==> src/rtl/assert_macros.svh <==
// assertion macros shared by the encoder rtl
`ifndef ASSERT_MACROS_SVH
`define ASSERT_MACROS_SVH

// same-cycle implication, checked on every rising clock edge out of reset
`define PB_ASSERT_NOW(lbl, clk, rst_n, ante, cons) \
    lbl: assert property (@(posedge clk) disable iff (!rst_n) (ante) |-> (cons)) \
        else $error("assertion failed: same-cycle check");

// next-cycle implication
`define PB_ASSERT_NEXT(lbl, clk, rst_n, ante, cons) \
    lbl: assert property (@(posedge clk) disable iff (!rst_n) (ante) |=> (cons)) \
        else $error("assertion failed: next-cycle check");

`endif

==> src/rtl/pbrle_pkg.sv <==
// shared constants and types of the packbits encoder
package pbrle_pkg;

    localparam int MAX_RUN     = 128;
    localparam int MAX_LITERAL = 128;
    localparam int LANE_BYTES  = 4;
    localparam int QUEUE_DEPTH = 4;

    localparam int BYTE_W      = 8;
    localparam int OUT_WORD_W  = 32;
    localparam int OUT_CNT_W   = 3;
    localparam int WORD_W      = LANE_BYTES * BYTE_W;
    localparam int LANE_CNT_W  = $clog2(LANE_BYTES + 1);
    localparam int RUN_CNT_W   = $clog2(MAX_RUN + 1);
    localparam int LIT_IDX_W   = (MAX_LITERAL > 1) ? $clog2(MAX_LITERAL) : 1;
    localparam int RAM_ADDR_W  = LIT_IDX_W + 1;
    localparam int RAM_DEPTH   = 2 ** RAM_ADDR_W;

    // one packet: control byte, then n_st bytes from the literal bank, then tail bytes
    typedef struct packed {
        logic [BYTE_W-1:0]    ctrl;
        logic [LIT_IDX_W-1:0] n_st;
        logic                 bank;
        logic [1:0]           n_tail;
        logic [BYTE_W-1:0]    tail0;
        logic [BYTE_W-1:0]    tail1;
        logic                 item_last;
        logic                 stream_end;
    } t_cmd;

    typedef struct packed {
        logic push0;
        logic push1;
        t_cmd cmd0;
        t_cmd cmd1;
    } t_qpush;

    typedef struct packed {
        logic                  en;
        logic [RAM_ADDR_W-1:0] addr;
        logic [BYTE_W-1:0]     data;
    } t_wr;

    typedef struct packed {
        logic                  en;
        logic [RAM_ADDR_W-1:0] addr;
    } t_rd;

    typedef struct packed {
        logic valid;
        logic bank;
    } t_rel;

endpackage

==> src/rtl/pbrle_ram.sv <==
// generic single-write single-read ram with registered read data
module pbrle_ram #(
    parameter int WIDTH = 8,
    parameter int DEPTH = 256
) (
    input  logic                     i_clk,
    input  logic                     i_we,
    input  logic [$clog2(DEPTH)-1:0] i_waddr,
    input  logic [WIDTH-1:0]         i_wdata,
    input  logic                     i_re,
    input  logic [$clog2(DEPTH)-1:0] i_raddr,
    output logic [WIDTH-1:0]         o_rdata
);

    logic [WIDTH-1:0] r_mem [DEPTH];
    logic [WIDTH-1:0] r_rdata;

    always_ff @(posedge i_clk) begin
        if (i_we) begin
            r_mem[i_waddr] <= i_wdata;
        end
        if (i_re) begin
            r_rdata <= r_mem[i_raddr];
        end
    end

    assign o_rdata = r_rdata;

endmodule

==> src/rtl/pbrle_front.sv <==
// front end: run/literal tracking, literal store writes, packet commands
`include "assert_macros.svh"

module pbrle_front (
    input  logic                        i_clk,
    input  logic                        i_rst_n,
    input  logic                        i_in_valid,
    output logic                        o_in_stall,
    input  logic [pbrle_pkg::BYTE_W-1:0] i_in_byte,
    input  logic                        i_stream_end,
    input  logic                        i_q_room,
    output pbrle_pkg::t_qpush           o_push,
    output pbrle_pkg::t_wr              o_wr,
    input  pbrle_pkg::t_rel             i_rel
);
    import pbrle_pkg::*;

    logic [RUN_CNT_W-1:0] r_rc, n_rc;
    logic [BYTE_W-1:0]    r_rv, n_rv;
    logic [LIT_IDX_W-1:0] r_lc, n_lc;
    logic                 r_bank;
    logic [1:0]           r_busy, n_busy;

    logic                 accept;
    logic                 same;
    logic                 full;
    logic                 lit_open;
    logic                 run_max;
    logic [RUN_CNT_W-1:0] rc_inc;
    logic                 flush_store;
    logic                 v0, v1;
    t_cmd                 c0, c1;
    t_wr                  wr;

    function automatic t_cmd mk_lit(input logic [LIT_IDX_W-1:0] n_st,
                                    input logic [1:0] n_tail,
                                    input logic [BYTE_W-1:0] t0,
                                    input logic [BYTE_W-1:0] t1,
                                    input logic bank);
        t_cmd       c;
        logic [8:0] s;
        s           = 9'(n_st) + 9'(n_tail) - 9'd1;
        c           = '0;
        c.ctrl      = s[7:0];
        c.n_st      = n_st;
        c.bank      = bank;
        c.n_tail    = n_tail;
        c.tail0     = t0;
        c.tail1     = t1;
        return c;
    endfunction

    function automatic t_cmd mk_run(input logic [RUN_CNT_W-1:0] cnt,
                                    input logic [BYTE_W-1:0] value);
        t_cmd       c;
        logic [8:0] s;
        s        = 9'd1 - 9'(cnt);
        c        = '0;
        c.ctrl   = s[7:0];
        c.n_tail = 2'd1;
        c.tail0  = value;
        return c;
    endfunction

    assign o_in_stall = !i_rst_n || r_busy[r_bank] || !i_q_room;
    assign accept     = i_in_valid && !o_in_stall;

    assign same     = (r_rc != '0) && (i_in_byte == r_rv);
    assign full     = (r_lc == LIT_IDX_W'(MAX_LITERAL - 1));
    assign lit_open = (r_lc != '0);
    assign rc_inc   = r_rc + RUN_CNT_W'(1);
    assign run_max  = (rc_inc == RUN_CNT_W'(MAX_RUN));

    always_comb begin
        n_rc        = r_rc;
        n_rv        = r_rv;
        n_lc        = r_lc;
        v0          = 1'b0;
        v1          = 1'b0;
        c0          = '0;
        c1          = '0;
        wr          = '0;
        flush_store = 1'b0;

        if (!i_stream_end) begin
            if (r_rc == '0) begin
                n_rv = i_in_byte;
                n_rc = RUN_CNT_W'(1);
            end else if (same) begin
                if (r_rc == RUN_CNT_W'(1) && lit_open) begin
                    c0          = mk_lit(r_lc, 2'd0, '0, '0, r_bank);
                    v0          = 1'b1;
                    flush_store = 1'b1;
                    n_lc        = '0;
                end
                if (run_max) begin
                    if (v0) begin
                        c1 = mk_run(rc_inc, r_rv);
                        v1 = 1'b1;
                    end else begin
                        c0 = mk_run(rc_inc, r_rv);
                        v0 = 1'b1;
                    end
                    n_rc = '0;
                end else begin
                    n_rc = rc_inc;
                end
            end else begin
                if (r_rc > RUN_CNT_W'(1)) begin
                    c0 = mk_run(r_rc, r_rv);
                    v0 = 1'b1;
                end else if (full) begin
                    // the held byte fills the literal: store bytes plus it as tail
                    c0          = mk_lit(r_lc, 2'd1, r_rv, '0, r_bank);
                    v0          = 1'b1;
                    flush_store = lit_open;
                    n_lc        = '0;
                end else begin
                    wr.en   = 1'b1;
                    wr.addr = {r_bank, r_lc};
                    wr.data = r_rv;
                    n_lc    = r_lc + LIT_IDX_W'(1);
                end
                n_rv = i_in_byte;
                n_rc = RUN_CNT_W'(1);
            end
        end else begin
            // end of stream: everything pending goes out in at most two packets
            if (r_rc == '0) begin
                c0          = mk_lit(r_lc, 2'd1, i_in_byte, '0, r_bank);
                v0          = 1'b1;
                flush_store = lit_open;
            end else if (same) begin
                if (r_rc == RUN_CNT_W'(1) && lit_open) begin
                    c0          = mk_lit(r_lc, 2'd0, '0, '0, r_bank);
                    c1          = mk_run(rc_inc, r_rv);
                    v0          = 1'b1;
                    v1          = 1'b1;
                    flush_store = 1'b1;
                end else begin
                    c0 = mk_run(rc_inc, r_rv);
                    v0 = 1'b1;
                end
            end else if (r_rc > RUN_CNT_W'(1)) begin
                c0 = mk_run(r_rc, r_rv);
                c1 = mk_lit('0, 2'd1, i_in_byte, '0, r_bank);
                v0 = 1'b1;
                v1 = 1'b1;
            end else if (full) begin
                c0          = mk_lit(r_lc, 2'd1, r_rv, '0, r_bank);
                c1          = mk_lit('0, 2'd1, i_in_byte, '0, r_bank);
                v0          = 1'b1;
                v1          = 1'b1;
                flush_store = lit_open;
            end else begin
                c0          = mk_lit(r_lc, 2'd2, r_rv, i_in_byte, r_bank);
                v0          = 1'b1;
                flush_store = lit_open;
            end
            n_rc = '0;
            n_rv = '0;
            n_lc = '0;
        end

        // the last packet of the item carries the item mark; every packet carries the stream mark
        c0.stream_end = i_stream_end;
        c1.stream_end = i_stream_end;
        if (v1) begin
            c1.item_last = 1'b1;
        end else if (v0) begin
            c0.item_last = 1'b1;
        end
    end

    always_comb begin
        n_busy = r_busy;
        if (i_rel.valid) begin
            n_busy[i_rel.bank] = 1'b0;
        end
        if (accept && flush_store) begin
            n_busy[r_bank] = 1'b1;
        end
    end

    always_ff @(posedge i_clk) begin
        if (!i_rst_n) begin
            r_rc   <= '0;
            r_rv   <= '0;
            r_lc   <= '0;
            r_bank <= 1'b0;
            r_busy <= '0;
        end else begin
            r_busy <= n_busy;
            if (accept) begin
                r_rc <= n_rc;
                r_rv <= n_rv;
                r_lc <= n_lc;
                if (flush_store) begin
                    r_bank <= ~r_bank;
                end
            end
        end
    end

    assign o_push.push0 = accept && v0;
    assign o_push.push1 = accept && v1;
    assign o_push.cmd0  = c0;
    assign o_push.cmd1  = c1;

    assign o_wr.en   = accept && wr.en;
    assign o_wr.addr = wr.addr;
    assign o_wr.data = wr.data;

    `PB_ASSERT_NOW(a_rel_of_busy_bank, i_clk, i_rst_n, i_rel.valid, r_busy[i_rel.bank])
    `PB_ASSERT_NOW(a_open_lit_bank_free, i_clk, i_rst_n, r_lc != '0, !r_busy[r_bank])

endmodule

==> src/rtl/pbrle_queue.sv <==
// command queue between front and back, takes up to two packets a cycle
`include "assert_macros.svh"

module pbrle_queue (
    input  logic                i_clk,
    input  logic                i_rst_n,
    input  pbrle_pkg::t_qpush   i_push,
    output logic                o_room2,
    output logic                o_valid,
    output pbrle_pkg::t_cmd     o_head,
    input  logic                i_pop
);
    import pbrle_pkg::*;

    localparam int PTR_W = $clog2(QUEUE_DEPTH);
    localparam int CNT_W = $clog2(QUEUE_DEPTH + 1);

    t_cmd             r_mem [QUEUE_DEPTH];
    logic [PTR_W-1:0] r_wptr;
    logic [PTR_W-1:0] r_rptr;
    logic [CNT_W-1:0] r_count;
    logic             pop;
    logic [CNT_W-1:0] n_count;

    assign pop     = i_pop && (r_count != '0);
    assign n_count = r_count + CNT_W'(i_push.push0) + CNT_W'(i_push.push1) - CNT_W'(pop);

    always_ff @(posedge i_clk) begin
        if (i_push.push0) begin
            r_mem[r_wptr] <= i_push.cmd0;
        end
        if (i_push.push1) begin
            r_mem[r_wptr + PTR_W'(1)] <= i_push.cmd1;
        end
    end

    always_ff @(posedge i_clk) begin
        if (!i_rst_n) begin
            r_wptr  <= '0;
            r_rptr  <= '0;
            r_count <= '0;
        end else begin
            r_wptr  <= r_wptr + PTR_W'(i_push.push0) + PTR_W'(i_push.push1);
            r_rptr  <= r_rptr + PTR_W'(pop);
            r_count <= n_count;
        end
    end

    assign o_room2 = (r_count <= CNT_W'(QUEUE_DEPTH - 2));
    assign o_valid = (r_count != '0);
    assign o_head  = r_mem[r_rptr];

    `PB_ASSERT_NOW(a_count_bound, i_clk, i_rst_n, 1'b1, r_count <= CNT_W'(QUEUE_DEPTH))
    `PB_ASSERT_NOW(a_push_order, i_clk, i_rst_n, i_push.push1, i_push.push0)

endmodule

==> src/rtl/pbrle_back.sv <==
// back end: walks packets byte by byte and packs bytes into result words
`include "assert_macros.svh"

module pbrle_back (
    input  logic                            i_clk,
    input  logic                            i_rst_n,
    input  logic                            i_q_valid,
    input  pbrle_pkg::t_cmd                 i_q_head,
    output logic                            o_q_pop,
    output pbrle_pkg::t_rd                  o_rd,
    input  logic [pbrle_pkg::BYTE_W-1:0]    i_rdata,
    output pbrle_pkg::t_rel                 o_rel,
    output logic                            o_out_valid,
    input  logic                            i_out_stall,
    output logic [pbrle_pkg::OUT_WORD_W-1:0] o_out_word,
    output logic [pbrle_pkg::OUT_CNT_W-1:0] o_byte_count,
    output logic                            o_burst_last,
    output logic                            o_stream_last
);
    import pbrle_pkg::*;

    typedef enum logic [1:0] {
        PH_CTRL,
        PH_STORE,
        PH_TAIL
    } t_phase;

    // sequencer
    logic                  r_busy;
    t_cmd                  r_cmd;
    t_phase                r_phase, n_phase;
    logic [LIT_IDX_W-1:0]  r_idx;
    logic                  r_tidx;
    // byte stage, lines up with the ram read latency
    logic                  r_b_valid;
    logic                  r_b_ram;
    logic [BYTE_W-1:0]     r_b_imm;
    logic                  r_b_last;
    logic                  r_b_end;
    // packer
    logic [WORD_W-1:0]     r_asm_word;
    logic [LANE_CNT_W-1:0] r_asm_cnt;
    logic                  r_out_valid;
    logic [WORD_W-1:0]     r_out_word;
    logic [LANE_CNT_W-1:0] r_out_cnt;
    logic                  r_out_burst;
    logic                  r_out_stream;
    // bank release
    logic                  r_rel_valid;
    logic                  r_rel_bank;

    logic                  pack_ok;
    logic                  b_take;
    logic                  a_ok;
    logic                  issue;
    logic                  load;
    logic                  has_st;
    logic                  has_tail;
    logic                  st_last;
    logic                  tail_last;
    logic                  cmd_end;
    logic                  slot_ram;
    logic [BYTE_W-1:0]     slot_imm;
    logic [BYTE_W-1:0]     b_byte;
    logic [WORD_W-1:0]     word_n;
    logic [LANE_CNT_W-1:0] cnt_n;
    logic                  word_done;

    assign pack_ok = !r_out_valid || !i_out_stall;
    assign b_take  = r_b_valid && pack_ok;
    assign a_ok    = !r_b_valid || b_take;
    assign issue   = r_busy && a_ok;

    assign has_st    = (r_cmd.n_st != '0);
    assign has_tail  = (r_cmd.n_tail != 2'd0);
    assign st_last   = (r_idx == (r_cmd.n_st - LIT_IDX_W'(1)));
    assign tail_last = (({1'b0, r_tidx} + 2'd1) == r_cmd.n_tail);

    always_comb begin
        cmd_end  = 1'b0;
        slot_ram = 1'b0;
        slot_imm = r_cmd.ctrl;
        n_phase  = r_phase;
        unique case (r_phase)
            PH_CTRL: begin
                cmd_end = !has_st && !has_tail;
                if (has_st) begin
                    n_phase = PH_STORE;
                end else if (has_tail) begin
                    n_phase = PH_TAIL;
                end
            end
            PH_STORE: begin
                slot_ram = 1'b1;
                cmd_end  = st_last && !has_tail;
                if (st_last) begin
                    n_phase = has_tail ? PH_TAIL : PH_CTRL;
                end
            end
            PH_TAIL: begin
                slot_imm = r_tidx ? r_cmd.tail1 : r_cmd.tail0;
                cmd_end  = tail_last;
                if (tail_last) begin
                    n_phase = PH_CTRL;
                end
            end
            default: begin
                n_phase = PH_CTRL;
            end
        endcase
    end

    assign load    = (!r_busy || (issue && cmd_end)) && i_q_valid;
    assign o_q_pop = load;

    assign o_rd.en   = issue && slot_ram;
    assign o_rd.addr = {r_cmd.bank, r_idx};

    // packer input
    assign b_byte    = r_b_ram ? i_rdata : r_b_imm;
    assign word_n    = r_asm_word | (WORD_W'(b_byte) << {r_asm_cnt, 3'b000});
    assign cnt_n     = r_asm_cnt + LANE_CNT_W'(1);
    assign word_done = (cnt_n == LANE_CNT_W'(LANE_BYTES)) || r_b_last;

    always_ff @(posedge i_clk) begin
        if (!i_rst_n) begin
            r_busy      <= 1'b0;
            r_phase     <= PH_CTRL;
            r_idx       <= '0;
            r_tidx      <= 1'b0;
            r_b_valid   <= 1'b0;
            r_asm_word  <= '0;
            r_asm_cnt   <= '0;
            r_out_valid <= 1'b0;
            r_rel_valid <= 1'b0;
            r_rel_bank  <= 1'b0;
        end else begin
            if (load) begin
                r_cmd  <= i_q_head;
                r_busy <= 1'b1;
            end else if (issue && cmd_end) begin
                r_busy <= 1'b0;
            end

            if (issue) begin
                r_phase <= n_phase;
                r_idx   <= (r_phase == PH_STORE && !st_last) ? r_idx + LIT_IDX_W'(1) : '0;
                r_tidx  <= (r_phase == PH_TAIL && !tail_last);
            end

            if (a_ok) begin
                r_b_valid <= issue;
                if (issue) begin
                    r_b_ram  <= slot_ram;
                    r_b_imm  <= slot_imm;
                    r_b_last <= cmd_end && r_cmd.item_last;
                    r_b_end  <= r_cmd.stream_end;
                end
            end

            // last store read has been taken by the ram, the bank may be refilled
            r_rel_valid <= issue && (r_phase == PH_STORE) && st_last;
            r_rel_bank  <= r_cmd.bank;

            if (b_take) begin
                if (word_done) begin
                    r_asm_word <= '0;
                    r_asm_cnt  <= '0;
                end else begin
                    r_asm_word <= word_n;
                    r_asm_cnt  <= cnt_n;
                end
            end

            if (b_take && word_done) begin
                r_out_valid  <= 1'b1;
                r_out_word   <= word_n;
                r_out_cnt    <= cnt_n;
                r_out_burst  <= r_b_last;
                r_out_stream <= r_b_last && r_b_end;
            end else if (r_out_valid && !i_out_stall) begin
                r_out_valid <= 1'b0;
            end
        end
    end

    assign o_rel.valid = r_rel_valid;
    assign o_rel.bank  = r_rel_bank;

    assign o_out_valid   = r_out_valid;
    assign o_out_word    = OUT_WORD_W'(r_out_word);
    assign o_byte_count  = OUT_CNT_W'(r_out_cnt);
    assign o_burst_last  = r_out_burst;
    assign o_stream_last = r_out_stream;

    `PB_ASSERT_NOW(a_out_cnt_range, i_clk, i_rst_n, r_out_valid,
                   r_out_cnt != '0 && r_out_cnt <= LANE_CNT_W'(LANE_BYTES))

endmodule

==> src/rtl/packbits_rle_encoder.sv <==
// top level of the streaming packbits run-length encoder
//
//  channel   direction  handshake                  payload
//  input     in         i_in_valid / o_in_stall    i_in_byte, i_stream_end
//  result    out        o_out_valid / i_out_stall  o_out_word, o_byte_count,
//                                                  o_burst_last, o_stream_last
//
// rate: the front takes one item per cycle while o_in_stall is low; the back walks one
//   compressed byte per cycle (control, literal and tail bytes alike) while the output is
//   not stalled, so the throughput is set by that byte-serial walk
// a literal packet is read from its ram bank while the other bank fills; the front
//   holds off while its current bank is still being drained or the queue is short
// reset: synchronous, active low, clears control state; the literal ram is not cleared
// stalls: an output stall holds the result word and stops the back; the front keeps
//   taking items until the command queue has fewer than two free slots or its current
//   bank is still being drained, then raises o_in_stall
module packbits_rle_encoder (
    input  logic                             i_clk,
    input  logic                             i_rst_n,
    // input items
    input  logic                             i_in_valid,
    output logic                             o_in_stall,
    input  logic [pbrle_pkg::BYTE_W-1:0]     i_in_byte,
    input  logic                             i_stream_end,
    // result items
    output logic                             o_out_valid,
    input  logic                             i_out_stall,
    output logic [pbrle_pkg::OUT_WORD_W-1:0] o_out_word,
    output logic [pbrle_pkg::OUT_CNT_W-1:0]  o_byte_count,
    output logic                             o_burst_last,
    output logic                             o_stream_last
);
    import pbrle_pkg::*;

    // front to queue
    t_qpush            push;
    logic              q_room2;
    // queue to back
    logic              q_valid;
    t_cmd              q_head;
    logic              q_pop;
    // literal ram ports
    t_wr               wr;
    t_rd               rd;
    logic [BYTE_W-1:0] rdata;
    // back tells the front when a literal bank is free again
    t_rel              rel;

    // classifies each byte, keeps the pending run and open literal
    pbrle_front u_front (
        .i_clk        (i_clk),
        .i_rst_n      (i_rst_n),
        .i_in_valid   (i_in_valid),
        .o_in_stall   (o_in_stall),
        .i_in_byte    (i_in_byte),
        .i_stream_end (i_stream_end),
        .i_q_room     (q_room2),
        .o_push       (push),
        .o_wr         (wr),
        .i_rel        (rel)
    );

    // short packet queue decoupling front and back
    pbrle_queue u_queue (
        .i_clk   (i_clk),
        .i_rst_n (i_rst_n),
        .i_push  (push),
        .o_room2 (q_room2),
        .o_valid (q_valid),
        .o_head  (q_head),
        .i_pop   (q_pop)
    );

    // two literal banks, bank select in the top address bit
    pbrle_ram #(
        .WIDTH (BYTE_W),
        .DEPTH (RAM_DEPTH)
    ) u_lit_ram (
        .i_clk   (i_clk),
        .i_we    (wr.en),
        .i_waddr (wr.addr),
        .i_wdata (wr.data),
        .i_re    (rd.en),
        .i_raddr (rd.addr),
        .o_rdata (rdata)
    );

    // expands packets into bytes and packs result words
    pbrle_back u_back (
        .i_clk         (i_clk),
        .i_rst_n       (i_rst_n),
        .i_q_valid     (q_valid),
        .i_q_head      (q_head),
        .o_q_pop       (q_pop),
        .o_rd          (rd),
        .i_rdata       (rdata),
        .o_rel         (rel),
        .o_out_valid   (o_out_valid),
        .i_out_stall   (i_out_stall),
        .o_out_word    (o_out_word),
        .o_byte_count  (o_byte_count),
        .o_burst_last  (o_burst_last),
        .o_stream_last (o_stream_last)
    );

endmodule
==> config.mk <==
export PLATFORM = sky130hd
export DESIGN_NAME = packbits_rle_encoder
export DESIGN_NICKNAME = d
export VERILOG_FILES = /design/src/rtl/pbrle_pkg.sv /design/src/rtl/pbrle_ram.sv /design/src/rtl/pbrle_front.sv /design/src/rtl/pbrle_queue.sv /design/src/rtl/pbrle_back.sv /design/src/rtl/packbits_rle_encoder.sv
export VERILOG_INCLUDE_DIRS = /design/src /design/src/rtl
export SDC_FILE = /design/constraint.sdc
export NUM_CORES = 2
export LEC_CHECK = 0
export ABC_AREA = 1
export BUFFER_PORTS_ARGS = -buffer_cell sky130_fd_sc_hd__buf_2
export CORE_MARGIN = 3
export CORE_UTILIZATION = 60
export CTS_BUF_LIST = sky130_fd_sc_hd__clkbuf_4 sky130_fd_sc_hd__clkbuf_8
export DETAILED_ROUTE_END_ITERATION = 10
export PLACE_DENSITY_LB_ADDON = 0.12
export SYNTH_ARGS = -nofsm -noshare
export SYNTH_HDL_FRONTEND = slang
export SYNTH_SLANG_ARGS = --single-unit
==> constraint.sdc <==
create_clock -name i_clk -period 25 [get_ports i_clk]
set_clock_uncertainty 0.05 [all_clocks]
set_input_delay 3.75 -clock i_clk [delete_from_list [all_inputs] [get_ports i_clk]]
set_output_delay 3.75 -clock i_clk [all_outputs]
set_load 0.05 [all_outputs]
## After elaboration in Yosys (flattened, before gate mapping)

Memory sizes are Yosys's and may differ from the RTL's. A register that Yosys moved wholly into a read port is not among the register bits.
Cells that the tools add are included.

- RAM bits: 2192
- Register bits: 131
- Memories: 2
- Output and inout bits: 39
- Logic and storage cells: 235

- Equal/unequal tests: 16
- Mux-type cells: 101
- $lt $le $gt $ge: 6
- $add $sub $neg: 20
- Shift-type cells: 1
- Bitwise operators: 5
- Reductions and logical operators: 58

Memory list:

| name | depth | width | rd ports | clocked after memory_dff | write ports | RTL line | source |
|---|---|---|---|---|---|---|---|
| u_lit_ram.r_mem | 256 | 8 | 1 | 1 | 1 | pbrle_ram.sv:15 | `logic [WIDTH-1:0] r_mem [DEPTH];` |
| u_queue.r_mem | 4 | 36 | 1 | 1 | 2 | pbrle_queue.sv:18 | `t_cmd r_mem [QUEUE_DEPTH];` |

Operators by type and width:

| kind | number |
|---|---|
| $mux W36 | 22 |
| $mux W17 | 5 |
| $mux W8 | 10 |
| $mux W7 | 7 |
| $mux W1 | 43 |
| $mux W32 | 1 |
| $or A32 B32 Y32 | 1 |
| $shl A8 B6 Y32 | 1 |
| $logic_and A1 B1 Y1 | 25 |
| $mux W21 | 1 |
| $sub A1 B8 Y8 const A | 2 |
| $sub A8 B1 Y8 const B | 2 |
| $add A7 B1 Y7 const B | 2 |
| $mux W2 | 7 |
| $reduce_bool A7 Y1 | 2 |
| $logic_not A1 Y1 | 11 |
| $add A7 B1 Y8 const B | 1 |
| $add A7 B2 Y8 const B | 1 |
| $add A8 B1 Y8 const B | 1 |
| $eq A8 B1 Y1 const B | 1 |
| $eq A8 B8 Y1 | 1 |
| $eq A8 B8 Y1 const B | 1 |
| $gt A8 B1 Y1 const B | 1 |
| $logic_not A8 Y1 | 1 |
| other kinds (38) | 57 |

## Depth between registers and ports, before layout

- Depth in word-level cells: 14
- Gate-level depth with buffers: 21
- Depth with buffers taken out: 21

## Cells and area by module

A second synthesis with hierarchy kept.

- Cells, all modules: 9181
- Area, all modules: 100828.0 sq um

Modules (own cells, without submodules):

| module | instances | area each (sq um) | cells an instance | sequential area each (sq um) |
|---|---|---|---|---|
| pbrle_ram | 1 | 83476.3 | 7003 | 61739.2 |
| pbrle_queue | 1 | 8707.1 | 1107 | 4464.3 |
| pbrle_back | 1 | 5278.8 | 476 | 3523.4 |
| pbrle_front | 1 | 3365.7 | 595 | 520.5 |

## Least setup slack after synthesis

No wires, ideal clock.

- Path type: input-to-reg
- Start point: input port i_in_byte[1] (netlist name)
- End point: memory u_lit_ram.r_mem[0][0], data pin
- Required time: 23556 ps
- Arrival time: 10491 ps
- Path slack: 13065 ps
- Stages on the path: 12
- Path buffers: 1
- Cells stage by stage: inv_1 -> nand2_1 -> nand2_1 -> nor2_1 -> nand2_1 -> nor2_2 -> nand2_2 -> nand2_4 -> inv_4 -> nand2_8 -> buf_6 -> nor2_1

RTL lines:

| element | RTL line | source |
|---|---|---|
| from (decl) | packbits_rle_encoder.sv:23 | `input logic [pbrle_pkg::BYTE_W-1:0] i_in_byte,` |
| to (decl) | pbrle_ram.sv:15 |  |

## Final worst setup path

- Start point: input port i_rst_n
- End point: output port o_in_stall

- Longest elaborated chain between the ends: 3

Ends and longest elaborated chain:

| element | RTL line | source |
|---|---|---|
| from (decl) | packbits_rle_encoder.sv:19 | `input logic i_rst_n,` |
| $logic_not A1 Y1 | n/a |  |
| $logic_or A1 B1 Y1 (2 in a row) | pbrle_front.sv:65 | `assign o_in_stall = !i_rst_n \|\| r_busy[r_bank] \|\| !i_q_room;` |
| to (decl) | packbits_rle_encoder.sv:22 | `output logic o_in_stall,` |

Every way passes these cells.

==> flow_summary.yaml <==
timing:
  fin_crit_ps: 8560
  setup_tns_ps: 0
  fin_crit_sh_pct: 34.2
  setup_viol: 0
  hold_viol: 0
  tightest_slew_ps: 1190
  rsz0062_at_grt: "false"
  maxSlewHeadroom_pct: 20.6
  max_freq_mhz: 117
  slew_viol_final: 0
detailed_routing:
  wirelength_um: 273000
  wl_per_cell_um: 24.9
  drc: 0
  drt-initial-drc-count: 9717
  firstDrtPassIters: 6
  antenna_left: 0
  vias: 67900
  vias_per_cell: 6.19
pwr:
  peakVddDrop_uv: 57.2
  power_mw: 8.39
  cellPowerDensity_mw_per_mm2: 78.7
  p_leak_nw: 38.2
cts:
  h-tree-depth: 5
  clk_pin_slew_ps: 60
  cts_buffer_depth: 4
  cts_setup_buffers: 0
  clock-root-buffer: "clkbuf_8"
  cts_repair_resize_count: 0
  cts_tree: "done"
  cts.sinks: 2367
  postCtsHoldBufs: 0
  clock_latency_ps: 1030
  numCtsBuffers: 376
die:
  num_rows: 147
  pin_count: 52
  die_h_um: 410
  start_util_pct: 60.6
  die_area_mm2: 0.168
  core_area_mm2: 0.161
  die_x_um: 410
critical_path:
  critPathLaunchType: "input port"
  cp.arrival_ps: 4760
  crit_path_cell_trace: "buf_2, nand2_1, a21oi_1, nand2_1, buf_2"
  path_class: "input port to output port"
  r2r-start: "u_back.r_idx[0]$_SDFFE_PN0P_"
  crit_slowest_cell: "buf_2"
  crit_path_max_fanout: 15
  cp.required_ps: 21200
  crit_start: "i_rst_n"
  path_buf_inv: 2
  cp-end-kind: "output port"
  critical-path-top-delay-family: "buffers and inverters"
  crit_path_max_incr_delay_ps: 340
synth:
  synth_area_leaders: "edfxtp_1 68%, nor2_1 7.5%, o21ai_0 6.5%"
  ys_seq_area_share_pct: 71.2
  synth_cell_types: 49
  ys_warn_count: 0
  synth_area_per_cell_um2: 11.4
  synth_edf_count: 2220
  synth_nets: 8596
  synth_area_mm2: 0.0978
  ys_ff_latch: 2367
  yosysTopAreaCell: "edfxtp_1"
  synth_flop_cell: "edfxtp_1"
  async_flop_share_pct: 0
  synth_top_area_share_pct: 68.2
  syn_inst: 8562
layout:
  post_route_cells_drive_above_1_share_pct: 9.44
  fillers: 12200
  design_area_mm2: 0.107
  utilization_pct: 66.0
  nNetsFinal: 8565
  area_growth_pct: 8.97
min_path:
  hold_class: "flip-flop to flip-flop"
  hold_start: "u_queue.r_mem[2][26]$_SDFFE_PP0P_"
global_route:
  grt_max_degree: 217
  grt.overflow.total: 0
  grt_pass1_wl_um: 405000
  first_global_vias: 64700
  grt_use_total_pct: 32.2
  grt_antenna_before_repair: 11
place:
  portBuffers: 51
  globalplace.congestion: 0.930
  dp.final_hpwl_um: 155000
  place_area_mm2: 0.0994
flow_run:
  drv_cap: 0
outcome:
  status: "completed"
[synthesized netlist by cell type, types with 2 or more instances]
| library cell | number |
|---|---|
| a22oi_1 | 5 |
| a21oi_1 | 179 |
| a31oi_1 | 10 |
| inv_1 | 173 |
| o21ai_1 | 6 |
| ha_1 | 18 |
| fa_1 | 3 |
| xnor2_1 | 4 |
| buf_2 | 131 |
| nor4_4 | 2 |
| mux2_2 | 8 |
| a211oi_1 | 4 |
| clkinv_1 | 16 |
| nand3b_1 | 5 |
| nor2_1 | 1948 |
| nand3_2 | 6 |
| dfxtp_1 | 147 |
| buf_1 | 51 |
| inv_2 | 18 |
| o22ai_1 | 138 |
| inv_4 | 2 |
| nand4_1 | 13 |
| buf_4 | 12 |
| nor3_1 | 10 |
| or2_2 | 15 |
| a21oi_2 | 2 |
| nor2_4 | 7 |
| nand3_1 | 432 |
| buf_6 | 2 |
| edfxtp_1 | 2220 |
| nor4_1 | 3 |
| o211ai_1 | 258 |
| nor3b_1 | 2 |
| clkbuf_1 | 359 |
| o21ai_0 | 1279 |
| nand2_2 | 29 |
| nor2_2 | 12 |
| nor3_4 | 2 |
| nand2_1 | 970 |
| o21bai_1 | 34 |
| xor2_1 | 19 |
[sequential cells by signal, indices dropped and copies added (netlist names), 8 cells and up]
name / count
u_back.r_cmd: 35
u_back.o_out_word: 32
u_lit_ram.r_mem: 2048
u_lit_ram.o_rdata: 8
u_front.r_rv: 8
u_front.r_rc: 8
u_back.r_asm_word: 32
u_back.r_b_imm: 8
u_queue.r_mem: 144
[cell type report]
class	count	area [µm²]	area share, %
flip-flops and latches	2367	69600	65.4
multi-input cells	5430	25100	23.6
clock buffers	506	6270	5.89
well taps	2160	2700	2.54
repair buffers	147	1130	1.06
clock inverters	151	855	0.802
inverters	209	812	0.762
diodes	4	10.0	0.00940
[final timing paths]
kind	to	slack [ps]	depth (start not counted)
worst min-delay path	u_queue.r_mem[2][26]$_SDFFE_PP0P_	420	2
worst min register to register	u_queue.r_mem[2][26]$_SDFFE_PP0P_	420	2
worst max-delay path	o_in_stall	16440	5
worst max register to register	u_lit_ram.o_rdata[2]$_DFFE_PP_	17910	14
[cells by family after synthesis]
group           synth area share, %
compound gates                 10.8
xor+xnor                      0.206
fa+ha+maj                     0.292
buf+inv                        3.17
flops                          71.2
mux                          0.0921
simple gates                   14.2
[layer usage]
layer | wire length, µm | share of wire (%) | global-route usage [%]
met4 | 11200 | 4.1 | 13.1
met5 | 57 | 0.021 | 0
met3 | 30300 | 11 | 6.82
met2 | 124000 | 46 | 49.4
met1 | 107000 | 39 | 45.4
[stage by stage]
step	std cells	hold slack [ps]	setup WS, ps
after floorplan	8562	350	13060
after global placement	10300	397	16480
after detailed placement	10300	398	16460
after CTS	11000	419	16450
after global routing	11000	431	16350
final	11000	419	16440
[worst min-delay path: cells and delay by family (launching register included)]
family	cells	cell delay, ps
flops	1	310
simple gates	2	110
[placed cells by master (no fill, tap or decap), types with 34 or more instances in the layout]
| master | instances |
|---|---|
| edfxtp_1 | 2220 |
| nor2_1 | 1937 |
| o21ai_0 | 1279 |
| nand2_1 | 970 |
| nand3_1 | 432 |
| clkbuf_8 | 395 |
| o211ai_1 | 258 |
| a21oi_1 | 179 |
| inv_1 | 170 |
| dfxtp_1 | 142 |
| o22ai_1 | 138 |
| clkinv_1 | 113 |
| clkbuf_4 | 111 |
| buf_4 | 84 |
| buf_2 | 51 |
| o21bai_1 | 34 |
| clkinv_2 | 34 |
[report_power, final]
group	total [mW]	internal, mW	switching [mW]
registers	4.39	4.35	0.0368
clock network	3.18	1.70	1.48
logic	0.822	0.216	0.606
(Power assumes the default switching activity.)
